===== config.mk =====
export PLATFORM = sky130hd
export DESIGN_NAME = timer_counter_16bit_waveform_modes_unit
export DESIGN_NICKNAME = d
export VERILOG_FILES = /design/src/hdl/tc16_pkg.sv /design/src/hdl/tc16_core.sv /design/src/hdl/timer_counter_16bit_waveform_modes_unit.sv
export SDC_FILE = /design/constraint.sdc
export NUM_CORES = 1
export LEC_CHECK = 0
export BUFFER_PORTS_ARGS = -buffer_cell sky130_fd_sc_hd__buf_4
export CORE_MARGIN = 3
export CORE_UTILIZATION = 30
export DETAILED_ROUTE_END_ITERATION = 12
export PLACE_DENSITY_LB_ADDON = 0.3
export SYNTH_ARGS = -nofsm -noshare
export SYNTH_HDL_FRONTEND = slang
export SYNTH_SLANG_ARGS = --single-unit

===== constraint.sdc =====
create_clock -name clock -period 3.2 [get_ports clock]
set_input_delay 0.64 -clock clock [delete_from_list [all_inputs] [get_ports clock]]
set_output_delay 0.64 -clock clock [all_outputs]
set_load 0.02 [all_outputs]

===== src/hdl/tc16_pkg.sv =====
package tc16_pkg;

   typedef enum logic [1:0] {
      OP_TICK  = 2'd0,
      OP_READ  = 2'd1,
      OP_WRITE = 2'd2,
      OP_ACK   = 2'd3
   } op_type;

   localparam logic [7:0] ADDR_CONTROL_A    = 8'h80;
   localparam logic [7:0] ADDR_CONTROL_B    = 8'h81;
   localparam logic [7:0] ADDR_CONTROL_C    = 8'h82;
   localparam logic [7:0] ADDR_COUNT_LOW    = 8'h84;
   localparam logic [7:0] ADDR_COUNT_HIGH   = 8'h85;
   localparam logic [7:0] ADDR_CAPTURE_LOW  = 8'h86;
   localparam logic [7:0] ADDR_CAPTURE_HIGH = 8'h87;
   localparam logic [7:0] ADDR_COMPARE_A_LO = 8'h88;
   localparam logic [7:0] ADDR_COMPARE_A_HI = 8'h89;
   localparam logic [7:0] ADDR_COMPARE_B_LO = 8'h8a;
   localparam logic [7:0] ADDR_COMPARE_B_HI = 8'h8b;
   localparam logic [7:0] ADDR_INT_MASK     = 8'h6f;
   localparam logic [7:0] ADDR_INT_FLAGS    = 8'h36;

   localparam logic [1:0] ACK_CAPTURE   = 2'd0;
   localparam logic [1:0] ACK_COMPARE_A = 2'd1;
   localparam logic [1:0] ACK_COMPARE_B = 2'd2;
   localparam logic [1:0] ACK_OVERFLOW  = 2'd3;

   localparam int FLAG_OVF  = 0;
   localparam int FLAG_CMPA = 1;
   localparam int FLAG_CMPB = 2;
   localparam int FLAG_CAPT = 5;

   localparam logic [3:0] MODE_RESERVED = 4'd13;

   localparam logic [15:0] COUNT_MAX = 16'hffff;

   typedef struct packed {
      logic       irq_overflow;
      logic       irq_compare_b;
      logic       irq_compare_a;
      logic       irq_capture;
      logic [7:0] read_data;
   } result_type;

endpackage


===== src/hdl/tc16_core.sv =====
module tc16_core
   import tc16_pkg::*;
(
   input  logic       clock,
   input  logic       reset,
   input  logic       step,
   input  op_type     op,
   input  logic [7:0] address,
   input  logic [7:0] write_data,
   input  logic [1:0] ack_source,
   output result_type result
);

   logic [7:0]  control_a_ff, control_a_in;
   logic [7:0]  control_b_ff, control_b_in;
   logic [7:0]  control_c_ff, control_c_in;
   logic [7:0]  latch_ff, latch_in;
   logic [15:0] count_ff, count_in;
   logic [15:0] compare_a_ff, compare_a_in;
   logic [15:0] compare_b_ff, compare_b_in;
   logic [15:0] capture_ff, capture_in;
   logic [7:0]  mask_ff, mask_in;
   logic [7:0]  flags_ff, flags_in;
   logic [9:0]  prescale_ff, prescale_in;

   logic [3:0]  mode;
   logic [15:0] top_value;
   logic [15:0] ovf_value;
   logic        mode_ok;
   logic [10:0] divider;
   logic [10:0] prescale_plus;
   logic [15:0] count_step;
   logic [15:0] word;
   logic [7:0]  rd;
   logic [7:0]  active;

   always_comb begin
      mode = {control_b_ff[4:3], control_a_ff[1:0]};
      mode_ok = 1'b1;
      top_value = COUNT_MAX;
      ovf_value = COUNT_MAX;
      unique case (mode)
         4'd0: begin top_value = COUNT_MAX; ovf_value = COUNT_MAX; end
         4'd1: begin top_value = 16'h00ff; ovf_value = 16'h0000; end
         4'd2: begin top_value = 16'h01ff; ovf_value = 16'h0000; end
         4'd3: begin top_value = 16'h03ff; ovf_value = 16'h0000; end
         4'd4: begin top_value = compare_a_ff; ovf_value = COUNT_MAX; end
         4'd5: begin top_value = 16'h00ff; ovf_value = 16'h00ff; end
         4'd6: begin top_value = 16'h01ff; ovf_value = 16'h01ff; end
         4'd7: begin top_value = 16'h03ff; ovf_value = 16'h03ff; end
         4'd8: begin top_value = capture_ff; ovf_value = 16'h0000; end
         4'd9: begin top_value = compare_a_ff; ovf_value = 16'h0000; end
         4'd10: begin top_value = capture_ff; ovf_value = 16'h0000; end
         4'd11: begin top_value = compare_a_ff; ovf_value = 16'h0000; end
         4'd12: begin top_value = capture_ff; ovf_value = COUNT_MAX; end
         4'd14: begin top_value = capture_ff; ovf_value = capture_ff; end
         4'd15: begin top_value = compare_a_ff; ovf_value = compare_a_ff; end
         default: mode_ok = 1'b0;
      endcase

      unique case (control_b_ff[2:0])
         3'd0: divider = 11'd0;
         3'd1: divider = 11'd1;
         3'd2: divider = 11'd8;
         3'd3: divider = 11'd64;
         3'd4: divider = 11'd256;
         default: divider = 11'd1024;
      endcase

      prescale_plus = {1'b0, prescale_ff} + 11'd1;
      count_step = ((count_ff == top_value) || (count_ff == COUNT_MAX)) ? 16'h0000
                   : count_ff + 16'd1;
      word = {latch_ff, write_data};

      control_a_in = control_a_ff;
      control_b_in = control_b_ff;
      control_c_in = control_c_ff;
      latch_in     = latch_ff;
      count_in     = count_ff;
      compare_a_in = compare_a_ff;
      compare_b_in = compare_b_ff;
      capture_in   = capture_ff;
      mask_in      = mask_ff;
      flags_in     = flags_ff;
      prescale_in  = prescale_ff;
      rd           = 8'h00;

      if (step) begin
         unique case (op)
            OP_TICK: begin
               if (divider == 11'd0) begin
                  prescale_in = 10'd0;
               end else if (prescale_plus >= divider) begin
                  prescale_in = 10'd0;
                  if (mode_ok) begin
                     if (count_ff == compare_a_ff) flags_in[FLAG_CMPA] = 1'b1;
                     if (count_ff == compare_b_ff) flags_in[FLAG_CMPB] = 1'b1;
                     if (count_ff == ovf_value) flags_in[FLAG_OVF] = 1'b1;
                     count_in = count_step;
                  end
               end else begin
                  prescale_in = prescale_plus[9:0];
               end
            end
            OP_READ: begin
               unique case (address)
                  ADDR_CONTROL_A: rd = control_a_ff;
                  ADDR_CONTROL_B: rd = control_b_ff;
                  ADDR_CONTROL_C: rd = control_c_ff;
                  ADDR_COUNT_LOW: begin
                     latch_in = count_ff[15:8];
                     rd = count_ff[7:0];
                  end
                  ADDR_CAPTURE_LOW: begin
                     latch_in = capture_ff[15:8];
                     rd = capture_ff[7:0];
                  end
                  ADDR_COUNT_HIGH, ADDR_CAPTURE_HIGH: rd = latch_ff;
                  ADDR_COMPARE_A_LO: rd = compare_a_ff[7:0];
                  ADDR_COMPARE_A_HI: rd = compare_a_ff[15:8];
                  ADDR_COMPARE_B_LO: rd = compare_b_ff[7:0];
                  ADDR_COMPARE_B_HI: rd = compare_b_ff[15:8];
                  ADDR_INT_MASK: rd = mask_ff;
                  ADDR_INT_FLAGS: rd = flags_ff;
                  default: rd = 8'h00;
               endcase
            end
            OP_WRITE: begin
               unique case (address)
                  ADDR_CONTROL_A: control_a_in = write_data;
                  ADDR_CONTROL_B: control_b_in = write_data;
                  ADDR_CONTROL_C: control_c_in = write_data;
                  ADDR_COUNT_LOW: count_in = word;
                  ADDR_CAPTURE_LOW: capture_in = word;
                  ADDR_COMPARE_A_LO: compare_a_in = word;
                  ADDR_COMPARE_B_LO: compare_b_in = word;
                  ADDR_COUNT_HIGH, ADDR_CAPTURE_HIGH, ADDR_COMPARE_A_HI,
                  ADDR_COMPARE_B_HI: latch_in = write_data;
                  ADDR_INT_MASK: mask_in = write_data;
                  ADDR_INT_FLAGS: flags_in = flags_ff & ~write_data;
                  default: ;
               endcase
            end
            OP_ACK: begin
               unique case (ack_source)
                  ACK_CAPTURE: flags_in[FLAG_CAPT] = 1'b0;
                  ACK_COMPARE_A: flags_in[FLAG_CMPA] = 1'b0;
                  ACK_COMPARE_B: flags_in[FLAG_CMPB] = 1'b0;
                  ACK_OVERFLOW: flags_in[FLAG_OVF] = 1'b0;
                  default: ;
               endcase
            end
            default: ;
         endcase
      end

      active = flags_in & mask_in;
      result.read_data     = rd;
      result.irq_capture   = active[FLAG_CAPT];
      result.irq_compare_a = active[FLAG_CMPA];
      result.irq_compare_b = active[FLAG_CMPB];
      result.irq_overflow  = active[FLAG_OVF];
   end

   always_ff @(posedge clock) begin
      if (reset) begin
         control_a_ff <= '0;
         control_b_ff <= '0;
         control_c_ff <= '0;
         latch_ff     <= '0;
         count_ff     <= '0;
         compare_a_ff <= '0;
         compare_b_ff <= '0;
         capture_ff   <= '0;
         mask_ff      <= '0;
         flags_ff     <= '0;
         prescale_ff  <= '0;
      end else begin
         control_a_ff <= control_a_in;
         control_b_ff <= control_b_in;
         control_c_ff <= control_c_in;
         latch_ff     <= latch_in;
         count_ff     <= count_in;
         compare_a_ff <= compare_a_in;
         compare_b_ff <= compare_b_in;
         capture_ff   <= capture_in;
         mask_ff      <= mask_in;
         flags_ff     <= flags_in;
         prescale_ff  <= prescale_in;
      end
   end

endmodule


===== src/hdl/timer_counter_16bit_waveform_modes_unit.sv =====
// A request is taken into the request register, then moves into the response register.
// Throughput: one request per cycle unless the response side stalls; the request register
// moves whenever the response register is empty or being taken; a response stall holds one.
// Reset: synchronous and active high; it empties both registers and clears all
// timer registers, flags and the prescaler to zero.
module timer_counter_16bit_waveform_modes_unit
   import tc16_pkg::*;
(
   input  logic        clock,
   input  logic        reset,
   input  logic        req_tvalid,
   output logic        req_tready,
   input  logic [23:0] req_tdata,  // address[7:0], write_data[15:8], ack_source[17:16]
   input  logic [1:0]  req_tuser,  // operation[1:0]
   output logic        rsp_tvalid,
   input  logic        rsp_tready,
   output logic [15:0] rsp_tdata   // read_data[7:0], irq_capture[8], irq_compare_a[9],
                                   // irq_compare_b[10], irq_overflow[11]
);

   logic       in_valid_ff;
   op_type     op_ff;
   logic [7:0] addr_ff;
   logic [7:0] data_ff;
   logic [1:0] src_ff;
   logic       rsp_valid_ff;
   result_type rsp_data_ff;
   result_type core_result;
   logic       move;

   assign move       = in_valid_ff && (!rsp_valid_ff || rsp_tready);
   assign req_tready = !in_valid_ff || move;

   tc16_core u_core (
      .clock      (clock),
      .reset      (reset),
      .step       (move),
      .op         (op_ff),
      .address    (addr_ff),
      .write_data (data_ff),
      .ack_source (src_ff),
      .result     (core_result)
   );

   always_ff @(posedge clock) begin
      if (reset) begin
         in_valid_ff  <= 1'b0;
         rsp_valid_ff <= 1'b0;
      end else begin
         if (req_tready) begin
            in_valid_ff <= req_tvalid;
         end
         if (move) begin
            rsp_valid_ff <= 1'b1;
         end else if (rsp_tready) begin
            rsp_valid_ff <= 1'b0;
         end
      end
      if (req_tvalid && req_tready) begin
         op_ff   <= op_type'(req_tuser);
         addr_ff <= req_tdata[7:0];
         data_ff <= req_tdata[15:8];
         src_ff  <= req_tdata[17:16];
      end
      if (move) begin
         rsp_data_ff <= core_result;
      end
   end

   assign rsp_tvalid = rsp_valid_ff;
   assign rsp_tdata  = {4'b0000, rsp_data_ff};

   a_move_fills_response: assert property (@(posedge clock) disable iff (reset)
      move |=> rsp_tvalid)
      else $error("response register not filled after a request moved");

   a_blocked_request_held: assert property (@(posedge clock) disable iff (reset)
      (in_valid_ff && !move) |=> (in_valid_ff && $stable(addr_ff) && $stable(data_ff)))
      else $error("blocked request lost from the request register");

   a_read_data_only_on_read: assert property (@(posedge clock) disable iff (reset)
      (move && op_ff != OP_READ) |=> (rsp_tdata[7:0] == 8'h00))
      else $error("nonzero read data on a request that is not a read");

endmodule

==> results of run 1 <==
-- routing by layer --
metal,GRT usage,vias to the layer above,wire length [µm]
li1,-,3990,-
met1,0.260,4192,13700
met2,0.294,378,14200
met3,0.0290,48,2260
met4,0.0457,0,648
met5,0,-,0
-- cells in the final DEF, fill, tap and decap left out, types with 18 or more instances in the layout --
| cell | Yosys | final |
|---|---|---|
| o21ai_0 | 33 | 33 |
| clkbuf_16 | 0 | 18 |
| o22ai_1 | 18 | 18 |
| edfxtp_1 | 32 | 32 |
| nand4_1 | 22 | 22 |
| nand2_1 | 106 | 106 |
| dfxtp_1 | 124 | 122 |
| nand3_1 | 35 | 34 |
| buf_4 | 7 | 99 |
| a21oi_1 | 73 | 73 |
| xor2_1 | 44 | 44 |
| a31oi_1 | 19 | 19 |
| mux2i_1 | 67 | 67 |
| inv_1 | 28 | 28 |
| a22oi_1 | 50 | 50 |
| nor2_1 | 107 | 107 |
-- logic make-up after synthesis --
family,after synthesis,synth area share
adder cells (fa/ha/maj),12,0.0163
other,1,0.000407
AND/OR/NAND/NOR,378,0.206
buffers and inverters,125,0.0586
XOR/XNOR,60,0.0571
flip-flops,156,0.374
AO/OA/AOI/OAI,278,0.207
multiplexers,73,0.0802
-- critical path, cell delays in order, from the launching register on --
cell and delay (ns):
dfxtp_1 0.58, nor2b_1 0.59, o2bb2ai_1 0.20, mux2_2 0.18
o2111ai_1 0.13, a2111oi_2 0.51, a311oi_2 0.18, buf_4 0.26
a32oi_1 0.21, o211ai_1 0.10
-- cell type report --
type                            count  area (µm²)  share of cell area
Clock buffer                       19         464              0.0434
Clock inverter                     13         121              0.0113
Inverter                           29         109              0.0102
Multi-Input combinational cell    805        5300               0.495
Sequential cell                   156        3450               0.322
Tap cell                          390         488              0.0456
Timing Repair Buffer              101         783              0.0732
-- how the worst min path moves through the flow --
stage,start,end,slack (ns),cells past startpoint
after floorplan,register,register,0.41,2
after global placement,register,register,0.42,2
after detailed placement,register,register,0.43,2
after CTS,req_tdata[0],addr_ff[0],0.37,1
after global routing,req_tdata[10],data_ff[2],0.36,1
final,req_tdata[0],addr_ff[0],0.39,1
-- flip-flops by register name, indices dropped and copies added, names as in the netlist, 10 cells and up, named ones only --
signal               count
u_core.capture_ff       16
u_core.count_ff         16
u_core.compare_b_ff     16
u_core.prescale_ff      10
rsp_tdata               12
u_core.compare_a_ff     16
-- through the flow --
| stage | setup TNS, ns | setup WS (ns) | area, µm² | util | total power [mW] |
|---|---|---|---|---|---|
| 6_report | 0 | 0.119 | 10700 | 0.357 | 4.28 |
| 5_1_grt | -0.0428 | -0.0155 | 10700 | 0.357 | 4.43 |
| 4_1_cts | 0 | 0.0175 | 10600 | 0.355 | 4.31 |
| 3_5_place_dp | -0.416 | -0.108 | 10100 | 0.336 | 2.30 |
| 3_3_place_gp | -0.306 | -0.0883 | 10100 | 0.336 | 2.30 |
| 2_1_floorplan | 0 | 0.160 | 9220 | - | 2.21 |
-- where the power goes --
| group | internal, mW | switching [mW] | leakage [nW] |
|---|---|---|---|
| combinational | 0.0617 | 0.117 | 2.20 |
| sequential | 2.03 | 0.0463 | 1.30 |
| clock | 1.09 | 0.928 | 0.281 |
| total | 3.19 | 1.09 | 3.79 |
-- timing repair --
action                                  in CTS  in global routing
gates cloned                                 0                  0
resized for setup                            1                  9
setup buffers                                0                  2
hold buffers                                 0                  0
endpoints found under the setup margin       5                 21
pin swaps                                    0                  8
==> run metrics, run 1 <==
status=finished, final reports clean; fin. max-slew vios=0; Seq/Total Area, Yosys=0.374; CTS clk-pin slew, worst paths=0.07 ns; cell with the most instances after synthesis=dfxtp_1; fin crit period=3.08 ns; gpl congestion=0.915; Worst Setup Start Kind=register; largest net degree at the start of global routing=67; pwr/cell area=400 nW/µm²; Port-buffer cells=37; first-pass GRT wire length=47,900 µm; synth-to-layout area growth=16.3%; R2R cell count=9; Slew @ Worst Pin=1.13 ns; Cell Count Post-Placement=1,479; top-area cell type share of the netlist area=0.270; ANT cells=0; Rows=63; max-cap violations=0; via count=8,608; Antenna Violating Nets Remaining=0; fin nets=1,152; Final HPWL DP=21,600 µm; RR Startpoint=u_core.control_b_ff[3]; Wirelength per Cell=20.4 µm; # fillers=3,082; drt pass-1 iters=5; Yosys warning count=0; Lkg Pwr=3.79 nW; Netlist cell types=81; TritonCTS Buffers=17; Core ar.=30,000 µm²; critical path class=reg -> reg; asr flop ratio synth=0; cell area after synthesis=9210 µm²; number of remaining DRC errors=0; CP Max Fanout=24; commonest cells in the netlist=dfxtp_1, nor2_1, nand2_1; Worst slew margin=0.238; CTS H-Tree Depth=4; Synth Flop Type=dfxtp_1; peak supply drop=0.325 mV; Worst Setup SP=u_core.control_b_ff[3]; initial core utilization=0.307; Post-Syn Instances=1,083; Die ar.=32,800 µm²; worst hold path type=in -> reg; I/O pin count=48; main area contributors after synthesis=dfxtp_1, edfxtp_1, mux2i_1; internal reg-to-reg setup slack=0.12 ns; DR vias/cell=5.69; initial antenna violation count=0; Peak Freq=325 MHz; largest area contributor in the netlist=dfxtp_1; Overflow after GRT=0; Die W=181 µm; Post-synth EDFFs=32; CTS tree=done; maximum clock insertion buffer count=2; share of layout cells above drive strength 1=0.158; Total GRT Usage=0.184; Clock Skew=0.0106 ns; period utilization=0.963; Syn Area/Cell=8.50 µm²; fin cells=1,513; WHS=0.385 ns; Clk Latency, worst-skew pair=0.43 ns; vias in the first global route=8,003; data required time at the worst endpoint=3.48 ns; FF-to-FF End=u_core.count_ff[2]; Yosys reg bits=156; final setup violation count=0; CTS root buf=clkbuf_16; Critical Path Sink=u_core.count_ff[2]; DRT iter0 DRCs=865; Hold Fails Final Rpt=0; Arrival @ worst endpoint=3.36 ns; Crit. End Element=register; DRT Wirelength=30,800 µm; Die Span Y=181 µm; CTS sink cnt=156
Note: power is estimated with default switching activity, not from simulation.
==> run 2, diff against run 1 <==
PLACE_DENSITY_LB_ADDON = not set   (was 0.3)
==> run 2 against run 1 <==
Compared with the run above: global-route usage is 0.48 points lower; hold slack worse by 0.0084 ns; first-iteration DRC count is 0.92% higher; setup slack better by 0.035 ns; sequential power hardly changed; cell count is 0.33% higher; critical endpoint is now u_core.count_ff[4]; largest cell class unchanged; largest power group is now clock.
==> run metrics, run 2 (synthesized netlist as in run 1, its figures left out) <==
fin area=10,800 µm²; hold path start=req_tdata[14]; most used routing layer=met2; Antenna Violating Nets Remaining=0; ANT cells=0; gpl congestion=0.923; WHS Endpoint=data_ff[6]; # fillers=3,089; final setup violation count=0; first-pass GRT wire length=46,500 µm; via count=8,602; CTS H-Tree Depth=4; worst hold path cell count=1; most common cell after layout, fill and taps aside=dfxtp_1; initial antenna violation count=1; period utilization=0.952; Wirelength per Cell=20.0 µm; Total GRT Usage=0.179; initial core utilization=0.307; Hold Fails Final Rpt=0; Tot Pwr=4.43 mW; maximum clock insertion buffer count=2; CTS sink cnt=156; Slew @ Worst Pin=1.20 ns; Rows=63; RSZ-0062 raised after global routing=no; CTS clk-pin slew, worst paths=0.07 ns; met1 Use GR=0.254; Worst slew margin=0.195; R2R cell count=10; met2 Track Usage GR=0.271; Core ar.=30,000 µm²; number of remaining DRC errors=0; max-cap violations=0; vias in the first global route=7,792; fin. max-slew vios=0; CTS tree=done; Clk Latency, worst-skew pair=0.44 ns; CP Max Fanout=23; TritonCTS Buffers=17; fin crit period=3.05 ns; peak supply drop=0.355 mV; Lkg Pwr=3.82 nW; dpl cell area=10,100 µm²; Overflow after GRT=0; largest net degree at the start of global routing=75; I/O pin count=48; Final HPWL DP=21,000 µm; RR Startpoint=u_core.control_b_ff[3]; drt pass-1 iters=5; internal reg-to-reg setup slack=0.15 ns; Arrival @ worst endpoint=3.36 ns; worst hold path type=in -> reg; fin nets=1,157; Worst Setup Start Kind=register; Die Span Y=181 µm; DRT iter0 DRCs=873; most frequent cells in the layout=dfxtp_1, nand2_1, nor2_1; share of layout cells above drive strength 1=0.160; Crit. End Element=register; Clock Skew=0.0123 ns; Peak Freq=328 MHz; Port-buffer cells=37; CTS root buf=clkbuf_16; Die W=181 µm; pwr/cell area=409 nW/µm²; GR Layer Usage met3=0.0298; critical path class=reg -> reg; DR vias/cell=5.67; DRT Wirelength=30,300 µm; status=finished, final reports clean; data required time at the worst endpoint=3.52 ns; FF-to-FF End=u_core.count_ff[4]; synth-to-layout area growth=17.4%; Die ar.=32,800 µm²
[run 2: changes by cell type in the layout (fill, tap and decap cells not counted), moves of 2 or more]
cell / previous run / this run
buf_4: 99 / 103
inv_6: 5 / 2
inv_8: 3 / 6
bufinv_16: 0 / 2
[run 2: routing by layer]
metal | part of all wire | wire length, µm
met1 | 0.44 | 13400
met5 | 0 | 0
met3 | 0.073 | 2230
met2 | 0.45 | 13600
met4 | 0.035 | 1060
[run 2: cell type report]
class / instances / area [µm²] / share of cell area
clock buffers: 17 / 425 / 0.0394
clock inverters: 15 / 200 / 0.0185
inverters: 29 / 109 / 0.0101
multi-input cells: 805 / 5310 / 0.491
flip-flops and latches: 156 / 3440 / 0.319
well taps: 390 / 488 / 0.0451
repair buffers: 106 / 833 / 0.0771
[run 2: what timing repair did]
| action | CTS | global route |
|---|---|---|
| endpoints found under the setup margin | 5 | 17 |
| hold buffers | 0 | 0 |
| gates resized for setup | 2 | 8 |
| pin swaps | 0 | 8 |
| buffers inserted | 0 | 7 |
[run 2: critical path: stages, from the launching register on]
cell       delay [ns]
dfxtp_1          0.34
buf_4            0.27
nor4b_1          0.36
o211ai_1         0.16
o211ai_1         0.15
o2111ai_1        0.19
a2111oi_2        0.62
a311oi_4         0.38
buf_4            0.29
nand4_1          0.10
nand3_1          0.07
[run 2: report_power, final]
group / leakage (nW) / switching [mW] / internal [mW]
clock network: 0.297 / 0.966 / 1.20
registers: 1.30 / 0.0480 / 2.03
logic: 2.22 / 0.119 / 0.0637
[run 2: stage by stage]
| stage | utilization | std cells | setup TNS [ns] | hold slack (ns) | setup WS (ns) |
|---|---|---|---|---|---|
| after floorplan | - | 1086 | 0 | 0.412 | 0.160 |
| after global placement | 0.336 | 1479 | -0.377 | 0.421 | -0.101 |
| after global routing | 0.361 | 1518 | 0 | 0.352 | 0.00621 |
| after CTS | 0.357 | 1511 | 0 | 0.368 | 0.0239 |
| after detailed placement | 0.336 | 1479 | -0.348 | 0.423 | -0.0953 |
| final | 0.361 | 1518 | 0 | 0.377 | 0.154 |
[run 2: worst max-delay path by stage]
stage | from | endpoint | slack, ns
floorplan | u_core.prescale_ff[0] | u_core.prescale_ff[2] | 0.16
global placement | u_core.prescale_ff[0] | u_core.count_ff[12] | -0.10
detailed placement | u_core.prescale_ff[0] | u_core.count_ff[12] | -0.1
CTS | u_core.prescale_ff[0] | rsp_tdata[11] | 0.02
global route | u_core.prescale_ff[0] | u_core.count_ff[5] | 0.006
finish | u_core.control_b_ff[3] | u_core.count_ff[4] | 0.15
==> run 3, diff against run 2 <==
BUFFER_PORTS_ARGS = not set   (was -buffer_cell sky130_fd_sc_hd__buf_4)
DONT_BUFFER_PORTS = 1   (was not set)
==> run 3 against run 2 <==
Compared with the run above: maximum frequency is 1.8% higher; via count shrank 2.5%; sequential share of layout area up 1.3 points; non-clock buffer count is 48 lower; cell count is 3.2% lower; largest cell class unchanged; largest power group is now sequential cells; clock power down 9.7%; combinational power fell by 38%; clock-buffer cell count stayed put; critical endpoint is now rsp_tdata[11]; die area unchanged; first-iteration DRC count rose by 10%; routed wire length fell by 2.2%.
==> run metrics, run 3 (synthesized netlist as in run 1, its figures left out) <==
most frequent cells in the layout=dfxtp_1, nor2_1, nand2_1; I/O pin count=48; pwr/cell area=400 nW/µm²; RSZ-0062 raised after global routing=no; drt pass-1 iters=6; TritonCTS Buffers=17; DRT Wirelength=29,600 µm; Port-buffer cells=0; most common cell after layout, fill and taps aside=dfxtp_1; Slew @ Worst Pin=1.11 ns; worst hold path type=in -> reg; CP Buf/Inv Count=1; vias in the first global route=7,772; Antenna Violating Nets Remaining=0; initial antenna violation count=0; pre-CTS setup slack=-0.0925 ns; final setup violation count=0; critical path class=reg -> reg; dpl cell area=9750 µm²; Worst path max stage delay=0.44 ns; CTS clk-pin slew, worst paths=0.07 ns; share of layout cells above drive strength 1=0.126; gpl congestion=0.927; Cell Count Post-Placement=1,437; Core ar.=30,000 µm²; CTS sink cnt=156; Worst Setup Start Kind=register; Arrival @ worst endpoint=3.30 ns; Final HPWL DP=20,700 µm; Worst slew margin=0.252; # hold bufs at CTS=0; first-pass GRT wire length=46,300 µm; data required time at the worst endpoint=3.51 ns; largest net degree at the start of global routing=108; Wirelength per Cell=20.2 µm; post-route setup slack=0.209 ns; ANT cells=0; Total GRT Usage=0.178; fin nets=1,109; max-cap violations=0; Lkg Pwr=3.58 nW; Die Span Y=181 µm; DR vias/cell=5.71; synth-to-layout area growth=12.8%; status=finished, final reports clean; Clk Latency, worst-skew pair=0.44 ns; fin area=10,400 µm²; critical path's top delay family=simple AND/OR/NAND/NOR gates; via count=8,387; Hold Fails Final Rpt=0; Die ar.=32,800 µm²; Peak Freq=334 MHz; CTS tree=done; fin cells=1,470; fin crit period=2.99 ns; peak supply drop=0.342 mV; Die W=181 µm; Overflow after GRT=0; CTS H-Tree Depth=4; Util after Layout=0.347; DRT iter0 DRCs=962; initial core utilization=0.307; Clock Skew=0.0137 ns; fin. max-slew vios=0; Tot Pwr=4.16 mW; Crit. End Element=register; CTS root buf=clkbuf_16; period utilization=0.935; crit-path cells=ha_2 > and3_4 > nand3_2 > xnor2_2 > ha_1 > nand2_1 > a31oi_1 > nor4_1 > buf_4 > a211oi_4 > o21ai_4 > or3_4 > o31ai_4 > and2_4; Rows=63; maximum clock insertion buffer count=2; number of remaining DRC errors=0; CP Max Fanout=3; WHS=0.297 ns; worst-path cell with the longest stage delay=or3_4; Setup TNS=0 ns
-- run 3: cell count changes in the layout (fill, tap and decap cells not counted), moves of 2 or more --
cell / delta
inv_8: -3
buf_4: -49
bufinv_16: -2
clkinv_4: +2
clkinv_2: +3
-- run 3: metal layers --
layer	vias to the layer above	track usage	part of all wire
met1	4054	0.246	0.44
met4	0	0.0594	0.027
met3	52	0.0421	0.085
met5	-	0	0
met2	373	0.272	0.45
li1	3908	-	-
-- run 3: final timing paths --
kind / slack, ns / end / from / depth (start not counted)
setup / recovery: 0.21 / rsp_tdata[11] / u_core.prescale_ff[0] / 14
hold reg to reg: 0.44 / u_core.flags_ff[6] / u_core.flags_ff[6] / 2
setup reg to reg: 0.21 / rsp_tdata[11] / u_core.prescale_ff[0] / 14
hold / removal: 0.30 / data_ff[1] / req_tdata[9] / 0
-- run 3: report_power, final --
| part | switching, mW | internal [mW] |
|---|---|---|
| clock | 0.931 | 1.02 |
| sequential | 0.0587 | 2.03 |
| combinational | 0.0782 | 0.0337 |
-- run 3: cell type report --
cell class / count / area, µm²
Multi-Input combinational cell: 805 / 5300
Clock inverter: 15 / 139
Sequential cell: 156 / 3450
Clock buffer: 17 / 425
Timing Repair Buffer: 58 / 477
Inverter: 29 / 109
Fill cell: 3051 / 19600
Tap cell: 390 / 488
-- run 3: repair_timing --
action / in CTS / in global routing
gates cloned: 0 / 0
endpoints found under the setup margin: 4 / 20
gates resized for setup: 1 / 12
pin swaps: 0 / 8
buffers inserted: 0 / 1
